## src/sv/pgmhp_pkg.sv

```systemverilog
// Package for the PGM header parser: item types, phase encoding, byte and status constants, and a whitespace test.
// No dependencies.
package pgmhp_pkg;

  typedef struct packed {
    logic       start_req;
    logic [7:0] byte_in;
  } pgmhp_in_t;

  typedef struct packed {
    logic        status;
    logic        mode;
    logic [15:0] image_width;
    logic [15:0] image_height;
    logic [15:0] grey_max;
    logic        comment_seen;
  } pgmhp_out_t;

  typedef enum logic [2:0] {
    PH_MAGIC0 = 3'd0,
    PH_MAGIC1 = 3'd1,
    PH_MAGIC2 = 3'd2,
    PH_FIELDS = 3'd3,
    PH_DONE   = 3'd4,
    PH_BAD1   = 3'd5,
    PH_BAD2   = 3'd6
  } pgmhp_phase_e;

  localparam logic [7:0] ChP     = 8'h50;
  localparam logic [7:0] Ch2     = 8'h32;
  localparam logic [7:0] Ch5     = 8'h35;
  localparam logic [7:0] ChHash  = 8'h23;
  localparam logic [7:0] ChSpace = 8'h20;
  localparam logic [7:0] ChTab   = 8'h09;
  localparam logic [7:0] ChCr    = 8'h0D;
  localparam logic [7:0] ChLf    = 8'h0A;
  localparam logic [7:0] ChZero  = 8'h30;
  localparam logic [7:0] ChNine  = 8'h39;

  localparam logic STATUS_OK  = 1'b0;
  localparam logic STATUS_BAD = 1'b1;

  function automatic logic is_space(input logic [7:0] b);
    return (b == ChSpace) || (b == ChTab) || (b == ChCr) || (b == ChLf);
  endfunction

endpackage

```

## src/sv/pgm_header_parser.sv

```systemverilog
// Top level of the PGM header parser: input register, parser core, result register.
// Depends on pgmhp_pkg, pgmhp_in_reg, pgmhp_core, pgmhp_out_reg.
//
//   channel | direction | handshake             | payload
//   in      | input     | in_valid_i/in_ready_o | in_item_i  (pgmhp_in_t)
//   out     | output    | out_valid_o/out_ready_i | out_item_o (pgmhp_out_t)
//
// One byte per cycle sustained while no result is stalled.
// The byte is processed when it leaves the input register into a free result register.
// Reset clears all parser state; the first byte after reset is a magic byte.
// A stalled result blocks processing, and the input register then fills and drops ready.
module pgm_header_parser import pgmhp_pkg::*; #(
  parameter int VALUE_BITS = 16
) (
  input  logic       clk_i,
  input  logic       rst_ni,
  input  logic       in_valid_i,
  output logic       in_ready_o,
  input  pgmhp_in_t  in_item_i,
  output logic       out_valid_o,
  input  logic       out_ready_i,
  output pgmhp_out_t out_item_o
);

  logic       s1_valid;
  pgmhp_in_t  s1_item;
  logic       out_free;
  logic       adv;
  logic       res_valid;
  pgmhp_out_t res;

  assign adv = s1_valid && out_free;

  pgmhp_in_reg u_in_reg (
    .clk_i      (clk_i),
    .rst_ni     (rst_ni),
    .in_valid_i (in_valid_i),
    .in_ready_o (in_ready_o),
    .in_item_i  (in_item_i),
    .adv_i      (adv),
    .valid_o    (s1_valid),
    .item_o     (s1_item)
  );

  pgmhp_core #(
    .VALUE_BITS (VALUE_BITS)
  ) u_core (
    .clk_i       (clk_i),
    .rst_ni      (rst_ni),
    .en_i        (adv),
    .item_i      (s1_item),
    .res_valid_o (res_valid),
    .res_o       (res)
  );

  pgmhp_out_reg u_out_reg (
    .clk_i       (clk_i),
    .rst_ni      (rst_ni),
    .load_i      (adv && res_valid),
    .res_i       (res),
    .free_o      (out_free),
    .out_valid_o (out_valid_o),
    .out_ready_i (out_ready_i),
    .out_item_o  (out_item_o)
  );

endmodule

```

## src/sv/pgmhp_in_reg.sv

```systemverilog
// Input register stage of the PGM header parser: holds one accepted item.
// Depends on pgmhp_pkg.
module pgmhp_in_reg import pgmhp_pkg::*; (
  input  logic      clk_i,
  input  logic      rst_ni,
  input  logic      in_valid_i,
  output logic      in_ready_o,
  input  pgmhp_in_t in_item_i,
  input  logic      adv_i,
  output logic      valid_o,
  output pgmhp_in_t item_o
);

  logic      valid_q, valid_d;
  pgmhp_in_t item_q;
  logic      load;

  assign in_ready_o = !valid_q || adv_i;
  assign load       = in_valid_i && in_ready_o;

  always_comb begin
    valid_d = valid_q;
    if (load) begin
      valid_d = 1'b1;
    end else if (adv_i) begin
      valid_d = 1'b0;
    end
  end

  always_ff @(posedge clk_i or negedge rst_ni) begin
    if (!rst_ni) begin
      valid_q <= 1'b0;
    end else begin
      valid_q <= valid_d;
    end
  end

  always_ff @(posedge clk_i) begin
    if (load) begin
      item_q <= in_item_i;
    end
  end

  assign valid_o = valid_q;
  assign item_o  = item_q;

endmodule

```

## src/sv/pgmhp_core.sv

```systemverilog
// Parser state and per-byte next-state logic of the PGM header parser.
// Depends on pgmhp_pkg.
module pgmhp_core import pgmhp_pkg::*; #(
  parameter int VALUE_BITS = 16
) (
  input  logic       clk_i,
  input  logic       rst_ni,
  input  logic       en_i,
  input  pgmhp_in_t  item_i,
  output logic       res_valid_o,
  output pgmhp_out_t res_o
);

  localparam int AW = VALUE_BITS + 4;
  localparam logic [VALUE_BITS-1:0] VMax = '1;

  pgmhp_phase_e          phase_q, phase_d;
  logic [1:0]            fidx_q, fidx_d;
  logic                  in_tok_q, in_tok_d;
  logic                  in_cmt_q, in_cmt_d;
  logic                  dstop_q, dstop_d;
  logic [VALUE_BITS-1:0] acc_q, acc_d;
  logic [VALUE_BITS-1:0] wid_q, wid_d;
  logic [VALUE_BITS-1:0] hgt_q, hgt_d;
  logic                  mode_q, mode_d;
  logic                  cflag_q, cflag_d;

  logic [7:0]            b;
  logic                  st;
  logic                  is_dig;
  logic [AW-1:0]         acc_ext;
  logic [AW-1:0]         prod;
  logic [VALUE_BITS-1:0] acc_sat;
  logic [VALUE_BITS+15:0] w_ext, h_ext, g_ext;

  assign b      = item_i.byte_in;
  assign st     = item_i.start_req;
  assign is_dig = (b >= ChZero) && (b <= ChNine);

  // digit accumulate base: cleared on a start request or a fresh token
  always_comb begin
    acc_ext = {4'b0, acc_q};
    if (st || !in_tok_q) begin
      acc_ext = '0;
    end
    prod    = (acc_ext << 3) + (acc_ext << 1) + {{(AW-4){1'b0}}, b[3:0]};
    acc_sat = (prod > {4'b0, VMax}) ? VMax : prod[VALUE_BITS-1:0];
  end

  always_comb begin
    pgmhp_phase_e ph;
    logic [1:0]   fi;
    logic         tk, cm, ds, md, cf;
    ph = st ? PH_MAGIC0 : phase_q;
    fi = st ? 2'd0 : fidx_q;
    tk = st ? 1'b0 : in_tok_q;
    cm = st ? 1'b0 : in_cmt_q;
    ds = st ? 1'b0 : dstop_q;
    md = st ? 1'b0 : mode_q;
    cf = st ? 1'b0 : cflag_q;

    phase_d  = ph;
    fidx_d   = fi;
    in_tok_d = tk;
    in_cmt_d = cm;
    dstop_d  = ds;
    acc_d    = st ? '0 : acc_q;
    wid_d    = st ? '0 : wid_q;
    hgt_d    = st ? '0 : hgt_q;
    mode_d   = md;
    cflag_d  = cf;

    res_valid_o = 1'b0;
    w_ext = {16'b0, wid_d};
    h_ext = {16'b0, hgt_d};
    g_ext = {16'b0, acc_d};
    res_o = '0;
    res_o.status = STATUS_BAD;

    case (ph)
      PH_MAGIC0: begin
        phase_d = (b == ChP) ? PH_MAGIC1 : PH_BAD1;
      end
      PH_MAGIC1: begin
        if (b == Ch2) begin
          mode_d  = 1'b0;
          phase_d = PH_MAGIC2;
        end else if (b == Ch5) begin
          mode_d  = 1'b1;
          phase_d = PH_MAGIC2;
        end else begin
          phase_d = PH_BAD2;
        end
      end
      PH_BAD1: begin
        phase_d = PH_BAD2;
      end
      PH_MAGIC2: begin
        if (is_space(b)) begin
          phase_d = PH_FIELDS;
        end else begin
          phase_d     = PH_DONE;
          res_valid_o = 1'b1;
        end
      end
      PH_BAD2: begin
        phase_d     = PH_DONE;
        res_valid_o = 1'b1;
      end
      PH_FIELDS: begin
        if (!tk) begin
          if (!is_space(b)) begin
            in_tok_d = 1'b1;
            if (b == ChHash) begin
              in_cmt_d = 1'b1;
              cflag_d  = 1'b1;
            end else begin
              in_cmt_d = 1'b0;
              dstop_d  = !is_dig;
              acc_d    = is_dig ? acc_sat : '0;
            end
          end
        end else if (cm) begin
          if (is_space(b) && (b != ChSpace)) begin
            in_tok_d = 1'b0;
            in_cmt_d = 1'b0;
          end
        end else if (!is_space(b)) begin
          if (!ds) begin
            if (is_dig) begin
              acc_d = acc_sat;
            end else begin
              dstop_d = 1'b1;
            end
          end
        end else begin
          in_tok_d = 1'b0;
          case (fi)
            2'd0: begin
              wid_d  = acc_q;
              fidx_d = 2'd1;
            end
            2'd1: begin
              hgt_d  = acc_q;
              fidx_d = 2'd2;
            end
            default: begin
              phase_d      = PH_DONE;
              res_valid_o  = 1'b1;
              w_ext        = {16'b0, wid_q};
              h_ext        = {16'b0, hgt_q};
              g_ext        = {16'b0, acc_q};
              res_o.status       = STATUS_OK;
              res_o.mode         = md;
              res_o.image_width  = w_ext[15:0];
              res_o.image_height = h_ext[15:0];
              res_o.grey_max     = g_ext[15:0];
              res_o.comment_seen = cf;
            end
          endcase
        end
      end
      default: begin
        phase_d = ph;
      end
    endcase
  end

  always_ff @(posedge clk_i or negedge rst_ni) begin
    if (!rst_ni) begin
      phase_q  <= PH_MAGIC0;
      fidx_q   <= 2'd0;
      in_tok_q <= 1'b0;
      in_cmt_q <= 1'b0;
      dstop_q  <= 1'b0;
      acc_q    <= '0;
      wid_q    <= '0;
      hgt_q    <= '0;
      mode_q   <= 1'b0;
      cflag_q  <= 1'b0;
    end else if (en_i) begin
      phase_q  <= phase_d;
      fidx_q   <= fidx_d;
      in_tok_q <= in_tok_d;
      in_cmt_q <= in_cmt_d;
      dstop_q  <= dstop_d;
      acc_q    <= acc_d;
      wid_q    <= wid_d;
      hgt_q    <= hgt_d;
      mode_q   <= mode_d;
      cflag_q  <= cflag_d;
    end
  end

endmodule

```

## src/sv/pgmhp_out_reg.sv

```systemverilog
// Result register of the PGM header parser: holds one result item until taken.
// Depends on pgmhp_pkg.
module pgmhp_out_reg import pgmhp_pkg::*; (
  input  logic       clk_i,
  input  logic       rst_ni,
  input  logic       load_i,
  input  pgmhp_out_t res_i,
  output logic       free_o,
  output logic       out_valid_o,
  input  logic       out_ready_i,
  output pgmhp_out_t out_item_o
);

  logic       valid_q, valid_d;
  pgmhp_out_t item_q;

  assign free_o = !valid_q || out_ready_i;

  always_comb begin
    valid_d = valid_q;
    if (load_i) begin
      valid_d = 1'b1;
    end else if (out_ready_i) begin
      valid_d = 1'b0;
    end
  end

  always_ff @(posedge clk_i or negedge rst_ni) begin
    if (!rst_ni) begin
      valid_q <= 1'b0;
    end else begin
      valid_q <= valid_d;
    end
  end

  always_ff @(posedge clk_i) begin
    if (load_i) begin
      item_q <= res_i;
    end
  end

  assign out_valid_o = valid_q;
  assign out_item_o  = item_q;

endmodule

```

## config.mk

```make
export PLATFORM = sky130hd
export DESIGN_NAME = pgm_header_parser
export DESIGN_NICKNAME = d
export VERILOG_FILES = /design/src/sv/pgmhp_pkg.sv /design/src/sv/pgm_header_parser.sv /design/src/sv/pgmhp_in_reg.sv /design/src/sv/pgmhp_core.sv /design/src/sv/pgmhp_out_reg.sv
export SDC_FILE = /design/constraint.sdc
export NUM_CORES = 1
export LEC_CHECK = 0
export BUFFER_PORTS_ARGS = -buffer_cell sky130_fd_sc_hd__buf_2
export CAP_MARGIN = 0
export CORE_ASPECT_RATIO = 1.1
export CORE_MARGIN = 5
export CORE_UTILIZATION = 51
export CTS_CLUSTER_SIZE = 10
export DETAILED_ROUTE_END_ITERATION = 12
export PLACE_DENSITY = 0.71
export SETUP_SLACK_MARGIN = 0.4
export SLEW_MARGIN = 25
export SYNTH_ARGS = -nofsm -noshare
export SYNTH_HDL_FRONTEND = slang
export SYNTH_SLANG_ARGS = --single-unit
```

## constraint.sdc

```tcl
create_clock -name clk_i -period 10.45 [get_ports clk_i]
set_clock_uncertainty 0.2 [all_clocks]
set_input_delay 2.09 -clock clk_i [delete_from_list [all_inputs] [get_ports clk_i]]
set_output_delay 2.09 -clock clk_i [all_outputs]
set_load 0.02 [all_outputs]
```

==> results of run 1 <==
==> cells in the mapped netlist, types with 3 or more instances <==
master,count
inv_1,7
buf_2,9
xnor2_1,7
a211oi_1,3
nand2_1,28
and3_1,6
nand2b_1,5
and2_1,70
a31oi_1,3
a22o_1,35
clkbuf_1,13
nor2_1,14
a21oi_1,29
or2_2,3
nand4_1,3
nand3_1,8
clkbuf_2,6
o21ai_0,21
a21o_1,7
or3_1,5
o21a_1,6
o31ai_1,4
o41ai_1,4
o21bai_1,3
nor2b_1,9
a221o_1,11
o211ai_1,3
nor3_1,5
edfxtp_1,60
xor2_1,5
ha_1,34
dfrtp_1,60
==> layout make-up <==
cell class                      count  area [um2]  area share
Clock buffer                       19         443      0.0609
Clock inverter                     13         240      0.0330
Inverter                            7        26.3     0.00361
Multi-Input combinational cell    374        2720       0.374
Sequential cell                   120        3300       0.454
Tap cell                          154         193      0.0265
Timing Repair Buffer               68         348      0.0478
==> worst min-delay path: cells and delay by family, from the launching register on <==
family	cells	cell delay (ns)
AND/OR/NAND/NOR	1	0.05
AO/OA/AOI/OAI	1	0.06
flip-flops	1	0.34
==> report_power, final <==
group          switching [mW]  internal (mW)  leakage [nW]
combinational          0.0591         0.0300          1.57
clock                   0.205          0.456         0.328
sequential             0.0195          0.516          1.38
==> metal layers <==
metal	vias up	global-route usage
li1	2129	-
met1	2172	0.260
met2	136	0.286
met3	14	0.0483
met4	0	0.0601
met5	-	0
==> through the flow <==
step                      instance area, um2  power [mW]  worst slack, ns  instances
after floorplan                         6180       0.602             5.29        532
after detailed placement                6590       0.631             5.34        723
after CTS                               7270        1.29             5.34        755
after global routing                    7270        1.34             4.93        755
final                                   7270        1.29             5.34        755
after global placement                  6590       0.628             5.36        723
==> state kept, by name, summed over array words and instances, names as in the netlist, 2 cells and up <==
| name | cells |
|---|---|
| u_core.fidx_q | 2 |
| u_core.wid_q | 16 |
| u_out_reg.out_item_o | 51 |
| u_core.acc_q | 16 |
| u_in_reg.item_o | 9 |
| u_core.hgt_q | 16 |
| u_core.phase_q | 3 |
==> cells by family after synthesis <==
kind of cell,share of synthesized area
compound gates,0.184
xor+xnor,0.0170
fa+ha+maj,0.0721
buf+inv,0.0285
flops,0.534
simple gates,0.164
==> final timing paths <==
check | from | to | slack (ns) | cells past startpoint
setup / recovery | u_in_reg.item_o[8] | u_core.acc_q[8] | 5.34 | 13
hold / removal | u_core.fidx_q[0] | u_core.fidx_q[0] | 0.28 | 2
setup reg to reg | u_in_reg.item_o[8] | u_core.acc_q[8] | 5.34 | 13
hold reg to reg | u_core.fidx_q[0] | u_core.fidx_q[0] | 0.28 | 2
max in group asynchronous | rst_ni | u_core.wid_q[8] | 7.90 | 2
min in group asynchronous | rst_ni | u_core.wid_q[0] | 1.61 | 2
==> reports/summary.txt, run 1 <==
crit-path cells - nor2b_1 > nand2_1 > xnor2_1 > ha_1 > a31o_2 > ha_1 > and3_2 > a2111oi_2 > a21oi_1 > o21a_1 > o21ai_1 > o21a_1 > a221o_1
Hold Slack - 0.285 ns
Clk pin slew, worst setup/hold paths - 0.05 ns
GPL Wtd Cong - 0.865
starting density of the core - 0.516
Hold Fails Final Rpt - 0
most frequent cells in the layout - 70 x and2_1, 65 x buf_2, 60 x dfrtp_1, 60 x edfxtp_1, 35 x a22o_1
#FFs+latches synth - 120
synthesis-to-layout area growth - 17.6%
largest cells by area after synthesis - edfxtp_1 29%, dfrtp_1 24%, and2_1 7.1%
Synth top area share - 0.291
WP buf/inv - 0
final wirelength - 12.8 mm
post-synth top area cell - edfxtp_1
Clock Tree Buf Depth - 2
DR WL met3 - 761 um
layout cells sized above 1 - 0.190
die area - 14,400 um2
status - finished, final reports clean
WL met2 - 6.01 mm
worst IR drop on VDD - 0.145 mV
HP Class - reg2reg
# diodes - 0
Final #Nets - 636
Crit Path Class - reg2reg
Die H - 125 um
post-route ant nets - 0
Worst-Margin Slew - 1.02 ns
synthesized cell area - 6180 um2
vias per cell - 5.90
number of global-route vias before repair - 4,277
slowest CP cell - nor2b_1
Yosys cell types - 66
Async SR Flop Fraction - 0.500
DIE WIDTH - 115 um
Filler cells - 937
Clock Sinks - 120
Initial DRT Pass Iterations - 5
initial antenna violation count - 0
Initial DRC Count - 324
crit-path leading delay family - compound AO/OA/AOI/OAI gates
Final min period - 5.11 ns
maxcap violations - 0
Root Driver - clkbuf_16
crit start category - flop
crit-path max cell delay - 0.83 ns
Routed WL per cell - 17.0 um
Ports - 66
setup tns final - 0 ns
Seq/Total Area, Yosys - 0.534
max-slew violations - 0
critical-path maximum fanout - 19
largest net degree at the start of global routing - 61
commonest non-fill, non-tap cell in the layout - and2_1
Core Footprint - 12,000 um2
CTS buffer count - 17
later-pin clock latency in the skew report - 0.41 ns
unrepaired setup endpoints after global routing - false
via count - 4,451
Post-synth EDFFs - 60
PortBufs - 65
fin crit share - 0.489
CP Data Arrival Time - 5.25 ns
power density over cell area - 177 nW/um2
final core utilization - 0.607
Slew Limit Headroom - 0.319
fmax - 196 MHz
Top Metal Used - met4
gr usage total - 0.187
P_leak - 3.28 nW
total grt overflow - 0
number of setup violations in the final report - 0
Rows - 42
# resized after CTS - 0
H-tree level count - 4
syn nets - 580
first-pass GRT wire length - 21.5 mm
mean post-synth cell area - 11.6 um2
TritonCTS clock tree - yes
DRC Markers - 0
WP data required - 10.59 ns
Crit. End Element - flop
Post-Synthesis Cells - 532
met1 WL - 5.93 mm
Ys Warns - 0
DP Wirelength - 9.00 mm
CTS Hold Buffers Added - 0
Post-CTS Repair Setup Buffers - 0
top_reg_cell synth - edfxtp_1
(Power assumes the default switching activity.)
==> run 2: changes to the inputs <==
--- a/config.mk
+++ b/config.mk
@@ -12,7 +12,7 @@
 export CORE_UTILIZATION = 51
 export CTS_CLUSTER_SIZE = 10
 export DETAILED_ROUTE_END_ITERATION = 12
-export PLACE_DENSITY = 0.71
+export PLACE_DENSITY = 0.73
 export SETUP_SLACK_MARGIN = 0.4
 export SLEW_MARGIN = 25
 export SYNTH_ARGS = -nofsm -noshare
==> constraint.sdc (replaced) <==
create_clock -name clk_i -period 4.15 [get_ports clk_i]
set_clock_uncertainty 0.2 [all_clocks]
set_input_delay 0.83 -clock clk_i [delete_from_list [all_inputs] [get_ports clk_i]]
set_output_delay 0.83 -clock clk_i [all_outputs]
set_load 0.02 [all_outputs]
==> run 2 against run 1 <==
Die area is the same. Clock power up 130%. Final cell count grew 1.5%. Critical path depth decreased by 1. Final area increased by 3.2%. Count of clock-buffer cells in the layout unchanged. Sequential power grew to 2.5 times the previous value. Register-to-register slack got worse by 4.9 ns. Sequential share of layout area is 1.4 points lower. First-iteration DRC count rose by 21%. Combinational power increased to 2.8 times the previous value. Largest cell class unchanged. Power is 140% higher.
==> reports/summary.txt, run 2 (synthesis gave the netlist of run 1 again) <==
maxcap violations - 0 (unchanged)
Comb power frac - 0.080 (+0.011)
Initial DRT Pass Iterations - 5 (unchanged)
Initial DRC Count - 392 (+21%)
GR peak layer - met2
CP Data Arrival Time - 3.77 ns (-1.48 ns)
setup tns final - 0 ns (unchanged)
Filler cells - 905 (-3.4%)
crit start category - flop
Inst Count DP - 729 (+0.83%)
Clock power frac - 0.487 (-0.027)
post-route ant nets - 0 (unchanged)
Final #Nets - 647 (+1.7%)
GR Layer Usage met1 - 0.263 (+0.00303)
CTS buffer count - 17 (unchanged)
Layout Cells excl Fill - 766 (+1.5%)
DP Wirelength - 9.17 mm (+1.8%)
die area - 14,400 um2 (unchanged)
register share of total power - 0.433 (+0.016)
total grt overflow - 0 (unchanged)
TritonCTS clock tree - yes
Clock Tree Buf Depth - 2 (unchanged)
met3 usage - 0.0464 (-0.00193)
# diodes - 0 (unchanged)
starting density of the core - 0.516 (unchanged)
fmax - 271 MHz (+39%)
layout cells sized above 1 - 0.250 (+0.0603)
GR Util met2 - 0.281 (-0.00477)
Slew Limit Headroom - 0.403 (+0.0839)
Clock Sinks - 120 (unchanged)
status - finished, final reports clean
Worst-Margin Slew - 0.895 ns (-0.122 ns)
Hold Fails Final Rpt - 0 (unchanged)
Routed WL per cell - 17.9 um (+5.3%)
Net Sw Frac - 0.235 (+0.0148)
via count - 4,576 (+2.8%)
power density over cell area - 413 nW/um2 (+130%)
synthesis-to-layout area growth - 21.4%
WP data required - 4.24 ns (-6.35 ns)
worst IR drop on VDD - 0.230 mV (+59%)
number of setup violations in the final report - 0 (unchanged)
first-pass GRT wire length - 21.9 mm (+1.7%)
Root Driver - clkbuf_16
critical-path maximum fanout - 6 (-13)
gr usage total - 0.188 (+0.00133)
DIE WIDTH - 115 um (unchanged)
Die H - 125 um (unchanged)
vias per cell - 5.97 (+1.3%)
later-pin clock latency in the skew report - 0.41 ns (about the same)
final core utilization - 0.626 (+0.0196)
Crit. End Element - flop
final wirelength - 13.7 mm (+6.9%)
PortBufs - 65 (unchanged)
initial antenna violation count - 0 (unchanged)
Core Footprint - 12,000 um2 (unchanged)
Final min period - 3.68 ns (-1.43 ns)
number of global-route vias before repair - 4,380 (+2.4%)
commonest non-fill, non-tap cell in the layout - and2_1
DRC Markers - 0 (unchanged)
Crit Path Class - reg2reg
most frequent cells in the layout - 70 x and2_1, 65 x buf_2, 60 x dfrtp_1, 60 x edfxtp_1, 35 x a22o_1
max reg flops - 51 (unchanged)
HP Class - reg2reg
Clk pin slew, worst setup/hold paths - 0.05 ns (about the same)
GPL Wtd Cong - 0.950 (+9.7%)
H-tree level count - 4 (unchanged)
unrepaired setup endpoints after global routing - false
P_leak - 3.32 nW (+1.3%)
switching power - 728 uW (+160%)
internal power - 2.37 mW (+140%)
Rows - 42 (unchanged)
Total Power - 3.10 mW (+140%)
max-slew violations - 0 (unchanged)
largest net degree at the start of global routing - 52 (-15%)
Ports - 66 (unchanged)
fin crit share - 0.888 (+0.399)
run 2: cell count changes in the layout (fill, tap and decap cells not counted), sizes merged:
| cell | previous run | this run |
|---|---|---|
| o22ai | 3 | 4 |
| bufinv | 6 | 3 |
| o21ai | 23 | 24 |
| clkbuf | 19 | 20 |
| clkinvlp | 1 | 2 |
| buf | 68 | 76 |
| clkinv | 4 | 5 |
| inv | 9 | 10 |
run 2: metrics by stage:
step / hold slack (ns) / instance area [um2] / worst slack [ns]
final: 0.286 / 7500 / 0.466
after global routing: 0.305 / 7500 / 0.359
after CTS: 0.292 / 7290 / 0.406
after detailed placement: 0.273 / 6640 / 0.113
after global placement: 0.272 / 6640 / 0.271
after floorplan: 0.250 / 6200 / 0.407
run 2: area by class of cell:
class / instances / area, um2 / share of cell area
Clock inverter: 13 / 168 / 0.0223
Multi-Input combinational cell: 376 / 2940 / 0.392
Sequential cell: 120 / 3300 / 0.440
Timing Repair Buffer: 77 / 419 / 0.0559
Inverter: 7 / 26.3 / 0.00350
Clock buffer: 19 / 453 / 0.0604
Tap cell: 154 / 193 / 0.0257
run 2: power groups by stage:
| stage | logic, mW | registers, mW | clock network (mW) |
|---|---|---|---|
| global placement | 0.231 | 1.36 | 0 |
| detailed placement | 0.239 | 1.36 | 0 |
| CTS | 0.241 | 1.34 | 1.53 |
| floorplan | 0.143 | 1.38 | 0 |
| finish | 0.246 | 1.34 | 1.51 |
| global route | 0.275 | 1.35 | 1.59 |
run 2: final timing paths:
check | cells after the start | endpoint | startpoint | slack [ns]
worst max register to register | 12 | u_core.acc_q[15] | u_in_reg.item_o[8] | 0.47
worst min-delay path | 1 | u_core.hgt_q[5] | u_core.hgt_q[5] | 0.29
worst max-delay path | 12 | u_core.acc_q[15] | u_in_reg.item_o[8] | 0.47
worst min register to register | 1 | u_core.hgt_q[5] | u_core.hgt_q[5] | 0.29
min in group asynchronous | 1 | u_core.mode_q | rst_ni | 0.35
max in group asynchronous | 2 | u_core.hgt_q[14] | rst_ni | 2.59
run 2: routing by layer:
metal | up-vias | share of wire
met5 | - | 0
met4 | 0 | 0.021
met3 | 23 | 0.060
met2 | 180 | 0.47
met1 | 2228 | 0.45
li1 | 2145 | -
run 2: repair_timing:
item | in CTS | in global routing
hold buffers | 0 | 0
gates cloned | 1 | 2
pin swaps | 1 | 9
buffers inserted | 0 | 2
setup endpoints to repair | 16 | 16
gates resized for setup | 7 | 36
run 2: critical path, stage by stage, from the launching register on:
cell and delay [ns]:
edfxtp_1 0.43, nor2b_4 0.21, nand2_1 0.12, xnor2_2 0.16
ha_1 0.32, ha_1 0.34, a21o_1 0.21, a2111oi_4 0.44
a21oi_2 0.16, nor3_4 0.27, o21ai_2 0.14, or3_1 0.36
a22o_1 0.20
